`src/spid_pkg.sv`:
```
// Shared types and constants for the per-motor speed PID current command unit.
// No dependencies; every other file of the block refers to it by scoped names.
package spid_pkg;

  // Field widths fixed by the interface.
  localparam int MOTOR_W   = 3;
  localparam int SPEED_W   = 16;
  localparam int CMD_W     = 16;
  localparam int GAIN_W    = 16;
  localparam int THR_W     = 16;
  localparam int ICLAMP_W  = 31;
  localparam int CCLAMP_W  = 15;
  localparam int CFG_IDX_W = 3;
  localparam int CFG_DATA_W = 31;

  // Internal arithmetic widths.
  localparam int ERR_W  = SPEED_W + 1;
  localparam int DERR_W = ERR_W + 1;
  localparam int ACC_W  = 32;

  // Motor count default.
  localparam int MOTOR_COUNT_DEF = 8;

  // Integral decay of about 0.4 in Q0.15, and the Q8.8 gain shift.
  localparam int                DECAY_SHIFT = 15;
  localparam logic [DECAY_SHIFT-1:0] DECAY_MUL = 15'd13107;
  localparam int                GAIN_SHIFT  = 8;

  // Register reset values.
  localparam logic [THR_W-1:0]    THR_RESET    = 16'hFFFF;
  localparam logic [ICLAMP_W-1:0] ICLAMP_RESET = 31'h7FFF_FFFF;
  localparam logic [CCLAMP_W-1:0] CCLAMP_RESET = 15'd10000;

  // Configuration register indexes.
  typedef enum logic [CFG_IDX_W-1:0] {
    REG_PROP_GAIN     = 3'd0,
    REG_INTEG_GAIN    = 3'd1,
    REG_DERIV_GAIN    = 3'd2,
    REG_SEP_THRESHOLD = 3'd3,
    REG_INTEG_CLAMP   = 3'd4,
    REG_CURRENT_CLAMP = 3'd5
  } cfg_reg_t;

  // Result of the integrator step for one item.
  typedef struct packed {
    logic signed [ERR_W-1:0]  err;
    logic signed [DERR_W-1:0] derr;
    logic signed [ACC_W-1:0]  acc;
  } integ_step_t;

endpackage

```
`src/spid_integ.sv`:
```
// Per-motor loop state (integral sum and last error) and the integrator step
// with integral separation. Depends on spid_pkg.
module spid_integ #(
  parameter int MOTOR_COUNT = spid_pkg::MOTOR_COUNT_DEF
) (
  input  logic                                clk,
  input  logic                                rst,
  input  logic                                update,
  input  logic [spid_pkg::MOTOR_W-1:0]        motor,
  input  logic signed [spid_pkg::SPEED_W-1:0] target_speed,
  input  logic signed [spid_pkg::SPEED_W-1:0] measured_speed,
  input  logic [spid_pkg::THR_W-1:0]          threshold,
  output logic                                in_range,
  output spid_pkg::integ_step_t               step
);

  localparam int IdxW = (MOTOR_COUNT > 1) ? $clog2(MOTOR_COUNT) : 1;
  localparam int ACC_W = spid_pkg::ACC_W;
  localparam int ERR_W = spid_pkg::ERR_W;
  localparam int MulW = ACC_W + spid_pkg::DECAY_SHIFT;

  logic signed [ACC_W-1:0] integral_sum [MOTOR_COUNT];
  logic signed [ERR_W-1:0] last_error [MOTOR_COUNT];

  logic [4:0]              motor_wide;
  logic [IdxW-1:0]         idx;
  logic signed [ACC_W-1:0] acc_old;
  logic signed [ERR_W-1:0] err_old;
  logic signed [ERR_W-1:0] err;
  logic [ERR_W-1:0]        mag;
  logic signed [MulW-1:0]  decay_prod;
  logic signed [ACC_W:0]   acc_add;
  logic signed [ACC_W-1:0] acc_new;

  // Motor lookup; an index past the motor count reads zero and is never written.
  assign motor_wide = {2'b00, motor};
  assign idx        = motor_wide[IdxW-1:0];
  assign in_range   = motor_wide < 5'(MOTOR_COUNT);
  assign acc_old    = in_range ? integral_sum[idx] : '0;
  assign err_old    = in_range ? last_error[idx] : '0;

  // Speed error and its magnitude.
  assign err = ERR_W'(target_speed) - ERR_W'(measured_speed);
  assign mag = err[ERR_W-1] ? (~err + 1'b1) : err;

  // Decay path and saturating accumulate path.
  assign decay_prod = acc_old * $signed({1'b0, spid_pkg::DECAY_MUL});
  assign acc_add    = {acc_old[ACC_W-1], acc_old} + (ACC_W+1)'(err);

  always_comb begin
    if (mag >= {1'b0, threshold}) begin
      acc_new = decay_prod[spid_pkg::DECAY_SHIFT +: ACC_W];
    end else if (acc_add[ACC_W] != acc_add[ACC_W-1]) begin
      acc_new = acc_add[ACC_W] ? {1'b1, {(ACC_W-1){1'b0}}} : {1'b0, {(ACC_W-1){1'b1}}};
    end else begin
      acc_new = acc_add[ACC_W-1:0];
    end
  end

  assign step.err  = err;
  assign step.derr = spid_pkg::DERR_W'(err) - spid_pkg::DERR_W'(err_old);
  assign step.acc  = acc_new;

  // State update as the item leaves the input stage.
  always_ff @(posedge clk) begin
    if (rst) begin
      for (int i = 0; i < MOTOR_COUNT; i++) begin
        integral_sum[i] <= '0;
        last_error[i]   <= '0;
      end
    end else if (update && in_range) begin
      integral_sum[idx] <= acc_new;
      last_error[idx]   <= err;
    end
  end

endmodule

```
`config.mk`:
```
export PLATFORM = sky130hd
export DESIGN_NAME = spid_integ
export DESIGN_NICKNAME = d
export VERILOG_FILES = /design/src/spid_pkg.sv /design/src/spid_integ.sv
export SDC_FILE = /design/constraint.sdc
export NUM_CORES = 1
export LEC_CHECK = 0
export BUFFER_PORTS_ARGS = -buffer_cell sky130_fd_sc_hd__buf_2
export CAP_MARGIN = 25
export CORE_ASPECT_RATIO = 2
export CORE_MARGIN = 2
export CORE_UTILIZATION = 38
export CTS_BUF_LIST = sky130_fd_sc_hd__clkbuf_4 sky130_fd_sc_hd__clkbuf_8
export DETAILED_ROUTE_END_ITERATION = 8
export PLACE_DENSITY = 0.57
export SKIP_LAST_GASP = 1
export SLEW_MARGIN = 20
export SYNTH_ARGS = -nofsm -noshare
export SYNTH_HDL_FRONTEND = slang
export SYNTH_SLANG_ARGS = --single-unit
```
`constraint.sdc`:
```
create_clock -name clk -period 14.8 [get_ports clk]
set_input_delay 0 -clock clk [delete_from_list [all_inputs] [get_ports clk]]
set_output_delay 0 -clock clk [all_outputs]
set_load 0.03 [all_outputs]
```
# Yosys cells after proc, flatten, opt, wreduce, memory -nomap -nowiden
# Memories as Yosys holds them, arrays and structs flattened.
# Cells that the tools add are included.
[word_totals]
register_bits = 0
latchBits = 0
ramBits = 392
romBits = 0
word_cells = 31
memories = 2
[classes]
add_sub_neg = 4
mul = 1
div_mod_pow = 0
order_cmp = 2
n_eq_ne = 1
n_shift = 0
n_mux = 17
bitwise = 1
reduce_logical = 3
[mem_list]
columns = ["memory", "words", "width", "read_ports", "rd_clocked_by_memory_dff", "wr", "line", "rtl"]
rows = [
  ["integral_sum", 8, 32, 1, 0, 8, "spid_integ.sv:22", "logic signed [ACC_W-1:0] integral_sum [MOTOR_COUNT];"],
  ["last_error", 8, 17, 1, 0, 8, "spid_integ.sv:23", "logic signed [ERR_W-1:0] last_error [MOTOR_COUNT];"],
]
[op_table]
columns = ["cell", "count"]
rows = [
  ["two-way mux 32 bit", 5],
  ["two-way mux 17 bit", 3],
  ["multiplier 32 x 15 -> 47 bit, second input constant", 1],
  ["adder 32 x 17 -> 33 bit", 1],
  ["OR reduction 32 bit", 1],
  ["subtractor 17 x 17 -> 18 bit", 1],
  ["adder 17 x 1 -> 17 bit, second input constant", 1],
  [">= comparator 17 x 16 -> 1 bit", 1],
  ["inverter 17 bit", 1],
  ["OR reduction 17 bit", 1],
  ["subtractor 16 x 16 -> 17 bit", 1],
  ["two-way mux 1 bit", 7],
  ["two-way mux 3 bit", 2],
  ["< comparator 3 x 4 -> 1 bit, second input constant", 1],
  ["logical AND 1 bit", 1],
  ["inequality test 1 bit", 1],
]

# Logic depth before layout (Yosys ltp)
# Gate-level depths: netlist of the first run.
[logic_depth]
depth_word = 7
ltp_mapped = 29

# Least setup slack after synthesis of the first run
# OpenSTA, ideal clock, no wires.
[synth_path]
path_type = "input to register"
from = "input motor[2] (netlist bit)"
to = "memory integral_sum[3][28], data pin"
setup_ns = 0.140
arrival_time_ns = 6.900
t_required_ns = 14.660
slack_ns = 7.760
stages = 27
cell_sequence = "clkbuf_1 and3_1 clkbuf_1 clkbuf_1 a22oi_1 nand4_1 ha_1 xor2_1 ha_1 a21o_1 fa_1 fa_1 fa_1 inv_1 fa_1 inv_1 ha_1 a21oi_1 o21ai_0 a2111oi_0 o31a_1 a211oi_1 a2111oi_0 o21bai_1 xnor2_1 mux2_4 nor2_2"
[synth_rtl]
columns = ["item", "line", "rtl"]
rows = [
  ["start: declaration", "spid_integ.sv:9", "input logic [spid_pkg::MOTOR_W-1:0] motor,"],
  ["end: declaration", "spid_integ.sv:22", ""],
]

==> flow_metrics.tcl, run 1 <==
set metrics [dict create \
    post-route-drc-count 0 \
    synth-compound-area-share_pct 13.18 \
    setup_tns_ns 0 \
    fp-row-count 142 \
    vias 21274 \
    drtAntennaViolNets 0 \
    hold_ws_ns 0.04463 \
    final_core_util_pct 41.96 \
    first_pass_iters 7 \
    start_kind "primary input" \
    clk_pin_slew_worst_paths_ns 0.08 \
    slew_headroom_pct 31.50 \
    clkLatencyLatePin_ns 0.61 \
    maxCapViolCount 0 \
    cts_resized 0 \
    start_util_pct 38.25 \
    setup_viol 0 \
    synth_edf_count 392 \
    clock_path_buffers 3 \
    synthXorXnorAreaFrac_pct 3.822 \
    wirelength_um 95710 \
    syn_area_per_cell_um2 10.75 \
    period_needed_ns 9.037 \
    fin_area_mm2 0.03138 \
    cpLargestDelayFamily "adder cells" \
    slowest_delay_ns 0.60 \
    area_growth_pct 9.677 \
    die_h_um 392.1 \
    die-area_mm2 0.07764 \
    hold_class "primary input to register" \
    grt_use_total_pct 24.84 \
    synthFlopType "edfxtp_1" \
    grt_pass1_wl_um 141400 \
    synthCells 2662 \
    tritoncts "done" \
    die_w_um 198.0 \
    core_area_mm2 0.07480 \
    grt_overflow 0 \
    worstSetupPathType "primary input to primary output" \
    htreeDepth 2 \
    critPathMaxFanout 30 \
    grt_antenna_before_repair 2 \
    fin_crit_sh_pct 61.06 \
    synth_top_family_by_area "adder cells" \
    io-pin-count 122 \
    synth_cell_type_count 85 \
    synthAdderAreaFrac_pct 22.41 \
    syn-num-nets 3121 \
    max_freq_mhz 110.7 \
    grt_pass1_vias 23324 \
    status "complete, no violations" \
    cpMaxStageDelayCell "o22ai_1" \
    cts_inserted_buffers 46 \
    routed.top_layer "met4" \
    most-common-layout-cells "397 x nor2_1, 392 x edfxtp_1, 308 x inv_1" \
    cts_root_buffer "clkbuf_8" \
    post-cts-setup-buffer-count 0 \
    place_congestion 0.9462 \
    rsz0062_at_grt "false" \
    fin_skew_ns 0.02668 \
    grt_max_degree 50 \
    cp.arrival_ns 9.04 \
    detailed_place_hpwl_um 70030 \
    placed_cell_area_mm2 0.03043 \
    crit_buf_inv 7 \
    synth-simple-area-share_pct 11.03 \
    nets 3217 \
    wl_met3_um 4137 \
    cp.required_ns 14.80 \
    synthMuxAreaShare_pct 2.230 \
    worst_slew_pin_slew_ns 1.024 \
    drive_above_1_share_pct 14.49 \
    drt_iter0_markers 1400 \
    cpMostUsedCell "fa_1" \
    ctsHoldBuffers 0 \
    ys_warn_count 0 \
    layout_commonest_cell "nor2_1" \
    slew_viol_final 0 \
    hold_viol_final 0 \
    netlist_area_mm2 0.02861 \
    clock-sinks 392 \
    port_buffers 120 \
    cp-end-kind "primary output" \
    synth_seq_cells 392 \
    wl_met1_um 31340 \
    synth_async_sr_flop_share_pct 0 \
    routedWlPerCell_um 25.15 \
    met2_length_um 53450 \
    ys_seq_area_share_pct 41.14 \
    vias_per_cell 5.591 \
]
per-stage QoR:
| stage | std cells | setup WS (ns) |
|---|---|---|
| 3_5_place_dp | 3717 | 5.732 |
| 2_1_floorplan | 2662 | 7.760 |
| 6_report | 3805 | 5.763 |
| 5_1_grt | 3804 | 5.412 |
| 3_3_place_gp | 3716 | 5.793 |
| 4_1_cts | 3802 | 5.869 |
logic make-up (layout without fill, tap and decap cells):
logic type,count (synthesis),count (layout)
buffers and inverters,458,591
muxes,48,48
and+or+nand+nor,690,690
DFF,392,392
adders and majority gates,409,409
xor gates and xnor gates,121,121
AOI/OAI and AO/OA,543,543
other,1,3
registers in the layout, indices dropped and copies added (netlist names):
name          count
integral_sum    256
last_error      136
routing by layer:
layer | up-vias | track usage, %
li1 | 9543 | -
met1 | 10639 | 23.96
met2 | 801 | 49.67
met3 | 291 | 1.693
met4 | 0 | 16.04
met5 | - | 0
path summary, 6_finish.rpt:
check,startpoint,to,slack [ns],depth (start not counted)
hold reg to reg,integral_sum[1][0],integral_sum[3][0],1.46,6
setup reg to reg,integral_sum[3][7],integral_sum[0][17],6.67,20
setup / recovery,motor[1],step[31],5.76,28
hold / removal,rst,last_error[5][3],0.04,2
cells in the mapped netlist (12+ instances only):
cell | n | area (µm²)
inv_1 | 308 | 1156
edfxtp_1 | 392 | 11770
nand2_1 | 62 | 232.7
nor3_1 | 23 | 115.1
mux2i_1 | 16 | 160.2
clkbuf_1 | 99 | 371.6
nor2_2 | 48 | 300.3
and2_1 | 12 | 75.07
ha_1 | 231 | 2890
o21a_1 | 12 | 90.09
and3_1 | 17 | 106.4
a221oi_1 | 14 | 122.6
mux2_4 | 16 | 240.2
o21ai_0 | 55 | 275.3
o211ai_1 | 14 | 105.1
a21o_1 | 57 | 427.9
nand2b_1 | 22 | 137.6
a22oi_1 | 175 | 1314
nand4_1 | 45 | 281.5
a211oi_1 | 12 | 90.09
o21bai_1 | 12 | 90.09
and4_1 | 12 | 105.1
xor2_1 | 38 | 332.8
nor2_1 | 397 | 1490
a21oi_1 | 114 | 570.6
xnor2_1 | 80 | 700.7
inv_2 | 31 | 116.4
nand3_1 | 27 | 135.1
fa_1 | 174 | 3483
area by class of cell:
type | instances | area [µm²]
inverters | 340 | 1279
clock buffers | 60 | 744.5
diodes | 2 | 5.005
well taps | 1008 | 1261
multi-input cells | 1812 | 15180
clock inverters | 25 | 191.4
flip-flops and latches | 392 | 11770
fillers | 7146 | 43420
repair buffers | 166 | 945.9
Power of run 1 is not shown: default switching activity piles up to over one toggle a cycle in this logic, so the estimate is an artifact.
==> run 2, diff against run 1 <==
clock period = 9 ns   (was 14.8 ns; I/O delays follow)
==> flow_metrics.tcl, run 2 (same netlist as run 1, synthesis figures left out) <==
set metrics [dict create \
    cp.arrival_ns 8.68 \
    hold_viol_final 0 \
    slowest_delay_ns 0.64 \
    rsz0062_at_grt "false" \
    critPathMaxFanout 16 \
    crit_buf_inv 8 \
    clock_path_buffers 3 \
    clock-sinks 392 \
    clkLatencyLatePin_ns 0.62 \
    detailed_place_hpwl_um 71780 \
    port_buffers 120 \
    cpLargestDelayFamily "adder cells" \
    vias_per_cell 5.565 \
    vias 21390 \
    grt_pass1_wl_um 142600 \
    worst_slew_pin_slew_ns 1.061 \
    core_area_mm2 0.07480 \
    status "complete, no violations" \
    setup_viol 0 \
    grt_use_total_pct 25.07 \
    grt_pass1_vias 23358 \
    slew_viol_final 0 \
    tritoncts "done" \
    drtAntennaViolNets 0 \
    worstSetupPathType "primary input to primary output" \
    cp-end-kind "primary output" \
    die-area_mm2 0.07764 \
    largest_register_ffs 256 \
    top_regs "integral_sum (256), last_error (136)" \
    die_h_um 392.1 \
    post-route-drc-count 0 \
    top_register "integral_sum" \
    layout_commonest_cell "nor2_1" \
    cts_root_buffer "clkbuf_8" \
    htreeDepth 2 \
    start_util_pct 38.25 \
    grt_antenna_before_repair 4 \
    drive_above_1_share_pct 15.49 \
    place_congestion 0.9293 \
    start_kind "primary input" \
    fp-row-count 142 \
    drt_iter0_markers 1209 \
    final_core_util_pct 42.34 \
    period_needed_ns 8.677 \
    maxCapViolCount 0 \
    hold_ws_ns 0.1211 \
    cts_inserted_buffers 46 \
    nets 3260 \
    cpMaxStageDelayCell "ha_1" \
    grt_overflow 0 \
    grt_max_degree 51 \
    cp.required_ns 9.00 \
    slew_headroom_pct 29.05 \
    first_pass_iters 6 \
    routedWlPerCell_um 25.10 \
    io-pin-count 122 \
    hold_class "primary input to register" \
    area_growth_pct 10.68 \
    most-common-layout-cells "397 x nor2_1, 392 x edfxtp_1, 308 x inv_1" \
    max_freq_mhz 115.2 \
    fin_crit_sh_pct 96.41 \
    clk_pin_slew_worst_paths_ns 0.09 \
    wirelength_um 96500 \
    die_w_um 198.0 \
    cpMostUsedCell "fa_1" \
    fin_skew_ns 0.02381 \
]
run 2: cell types whose count changed in the layout (fill, tap and decap cells not counted), sizes merged:
cell,delta
buf,+43
clkinv,-6
bufinv,-2
clkbuf,+2
clkinvlp,+1
diode,-1
dlygate4sd3,+1
inv,+1
run 2: final timing paths:
kind	from	end	slack, ns	cells past startpoint
worst max-delay path	motor[0]	step[28]	0.32	29
worst min-delay path	target_speed[12]	last_error[3][12]	0.12	5
worst max register to register	integral_sum[7][12]	integral_sum[2][28]	0.89	24
worst min register to register	integral_sum[7][0]	integral_sum[5][0]	1.39	7
run 2: metrics by stage:
| step | std cells | worst slack, ns | TNS, ns | area [µm²] |
|---|---|---|---|---|
| 2_1_floorplan | 2662 | 1.960 | 0 | 28610 |
| 5_1_grt | 3844 | 0.01534 | 0 | 31670 |
| 3_5_place_dp | 3760 | -0.1030 | -0.8316 | 30760 |
| 4_1_cts | 3843 | 0.1354 | 0 | 31660 |
| 3_3_place_gp | 3760 | -0.04283 | -0.3494 | 30760 |
| 6_report | 3844 | 0.3227 | 0 | 31670 |
run 2: what timing repair did:
action | CTS | global route
hold buffers | 1 | 0
endpoints found under the setup margin | 1 | 2
hold endpoints to repair | 7 | 0
gates resized for setup | 1 | 2
buffers inserted | 0 | 0
run 2: worst register-to-register path: cells and delay by family (launching register included):
kind,cells,cell delay (ns)
flip-flops,1,0.37
buffers and inverters,3,0.27
XOR/XNOR,2,0.59
multiplexers,1,0.29
adder cells (fa/ha/maj),7,3.33
AO/OA/AOI/OAI,9,2.46
AND/OR/NAND/NOR,2,0.54
run 2: layer usage:
layer / track usage (%) / up-vias / share of wire (%)
li1: - / 9630 / -
met1: 24.19 / 10705 / 33
met2: 50.54 / 773 / 56
met3: 1.994 / 278 / 4.3
met4: 14.81 / 4 / 6.3
met5: 0 / - / 0.026
run 2: area by class of cell:
class | instances | area, µm²
Sequential cell | 392 | 11770
Inverter | 340 | 1279
Clock inverter | 19 | 117.6
Multi-Input combinational cell | 1812 | 15180
Tap cell | 1008 | 1261
Antenna cell | 1 | 2.502
Fill cell | 7188 | 43130
Clock buffer | 63 | 767.0
Timing Repair Buffer | 209 | 1296
Power of run 2 is left out for the same reason.
==> run 3, diff against run 2 <==
ABC_AREA = 1   (was default)
PLACE_DENSITY = 0.56   (was 0.57)
==> flow_metrics.tcl, run 3 <==
set metrics [dict create \
    status "complete, no violations" \
    grt_overflow 0 \
    grt_pass1_vias 27215 \
    seq_area_mm2 0.01177 \
    vias 25746 \
    io-pin-count 122 \
    synth_top_area_share_pct 38.49 \
    grt_pass1_wl_um 168800 \
    multi_input_area_mm2 0.01654 \
    synthCells 3445 \
    fin_skew_ns 0.03181 \
    place_congestion 0.9937 \
    grtUsageMet2_pct 51.90 \
    clk_pin_slew_worst_paths_ns 0.08 \
    top_regs "integral_sum (256), last_error (136)" \
    synth.most_common_cell "nand2_1" \
    hold_class "primary input to register" \
    port_buffers 120 \
    fill_cells 8141 \
    drtAntennaViolNets 0 \
    layout_commonest_cell "nand2_1" \
    slew_viol_final 0 \
    rrSetupSlack_ns 1.48 \
    nets 4022 \
    setup_viol 0 \
    grt_max_degree 51 \
    cts_inserted_buffers 52 \
    largest_register_ffs 256 \
    syn_area_per_cell_um2 8.877 \
    netlist_area_mm2 0.03058 \
    slew_headroom_pct 28.40 \
    area_growth_pct 10.54 \
    worstHoldStart "measured_speed[0]" \
    htreeDepth 2 \
    max_freq_mhz 121.6 \
    whs_path_depth 3 \
    die-area_mm2 0.08290 \
    ctsHoldBuffers 0 \
    rsz0062_at_grt "false" \
    post-route-drc-count 0 \
    cts_root_buffer "clkbuf_8" \
    critPathMaxFanout 39 \
    synth_async_sr_flop_share_pct 0 \
    first_pass_iters 6 \
    synthTopCellsByArea "edfxtp_1 38%, fa_1 11%, ha_1 9.5%" \
    worstRegToRegCells 24 \
    routedWlPerCell_um 24.85 \
    worst_slew_pin_slew_ns 1.074 \
    setup_tns_ns 0 \
    most-common-layout-cells "658 x nand2_1, 511 x inv_1, 392 x edfxtp_1" \
    die_h_um 405.2 \
    synth_cell_type_count 47 \
    vias_per_cell 5.544 \
    clock-sinks 392 \
    synth_seq_cells 392 \
    drt_iter0_markers 1602 \
    grt_use_met1_pct 26.70 \
    fin_crit_sh_pct 91.40 \
    post-cts-setup-buffer-count 0 \
    start_kind "primary input" \
    grt.busiest_layer "met2" \
    die_w_um 204.6 \
    r2r-start "integral_sum[0][13]" \
    cp.arrival_ns 8.23 \
    yosysTopAreaCell "edfxtp_1" \
    cts_resized 0 \
    start_util_pct 38.22 \
    period_needed_ns 8.226 \
    synth_edf_count 392 \
    wirelength_um 115400 \
    drive_above_1_share_pct 8.889 \
    min_to "last_error[3][0]" \
    ys_warn_count 0 \
    clock_path_buffers 3 \
    tritoncts "done" \
    maxCapViolCount 0 \
    grt_use_total_pct 27.98 \
    hold_viol_final 0 \
    r2r_end "integral_sum[2][12]" \
    synthFlopType "edfxtp_1" \
    top_register "integral_sum" \
    grt_antenna_before_repair 1 \
    ys_seq_area_share_pct 38.49 \
    clkLatencyLatePin_ns 0.66 \
    core_area_mm2 0.08001 \
    fp-row-count 147 \
    grt_use_met3_pct 2.464 \
    worstSetupPathType "primary input to primary output" \
    cp.required_ns 9.00 \
    detailed_place_hpwl_um 86320 \
    syn-num-nets 3904 \
    synth_commonest_cells "674 x nand2_1, 511 x inv_1, 392 x edfxtp_1" \
    cp-end-kind "primary output" \
]
## run 3: worst max-delay path by stage
stage	from	endpoint
2_1_floorplan	motor[0]	integral_sum[0][31]
3_3_place_gp	motor[0]	integral_sum[3][13]
3_5_place_dp	motor[0]	integral_sum[2][13]
4_1_cts	motor[0]	step[13]
5_1_grt	motor[0]	step[18]
6_report	motor[0]	step[12]
## run 3: metal layers
metal | wire (µm) | up-vias | part of all wire (%)
li1 | - | 11802 | -
met4 | 12450 | 0 | 11
met2 | 60590 | 1052 | 52
met5 | 0 | - | 0
met1 | 37110 | 12457 | 32
met3 | 5270 | 435 | 4.6
## run 3: final cells by class
type                            instances  share of cell area [%]
Antenna cell                            1                0.007402
Clock buffer                           65                   2.424
Clock inverter                         26                  0.8661
Inverter                              523                   5.807
Multi-Input combinational cell       2423                   48.93
Sequential cell                       392                   34.82
Tap cell                             1043                   3.860
Timing Repair Buffer                  171                   3.279
## run 3: worst max-delay path, stage by stage
cell and delay (ns):
buf_2 0.21, inv_1 0.49, nor3_2 0.14, buf_12 0.20
inv_1 0.30, o21ai_0 0.14, a221oi_1 0.24, nand4_1 0.45
ha_1 0.54, fa_1 0.52, fa_1 0.53, fa_1 0.52
fa_1 0.55, inv_1 0.05, fa_1 0.49, inv_1 0.04
ha_1 0.38, a21oi_1 0.25, o21ai_0 0.16, buf_4 0.17
a21boi_0 0.22, o21ai_0 0.16, a21oi_1 0.45, xnor2_1 0.41
nand2_4 0.19, nand2_1 0.11, buf_2 0.20
## run 3: cells by family (layout without fill, tap and decap cells)
family	Yosys count	after routing	share of synthesized area [%]
and+or+nand+nor	1252	1252	17.16
AOI/OAI and AO/OA	668	668	12.78
buffers and inverters	630	785	7.868
adders and majority gates	405	405	20.84
DFF	392	392	38.49
xor gates and xnor gates	96	96	2.811
other	1	2	0.01226
muxes	1	1	0.03682
## run 3: per-stage QoR
stage,hold WS (ns),instance area [µm²],std cells,worst slack (ns),utilization [%]
after CTS,0.08510,33780,4642,0.8367,42.22
after global placement,0.7244,32670,4551,0.8304,40.83
after detailed placement,0.7272,32670,4551,0.7718,40.83
final,0.1187,33800,4644,0.7740,42.25
after global routing,0.1483,33800,4644,0.4175,42.25
after floorplan,0.4089,30580,3445,2.352,-
Power of run 3 is left out for the same reason.
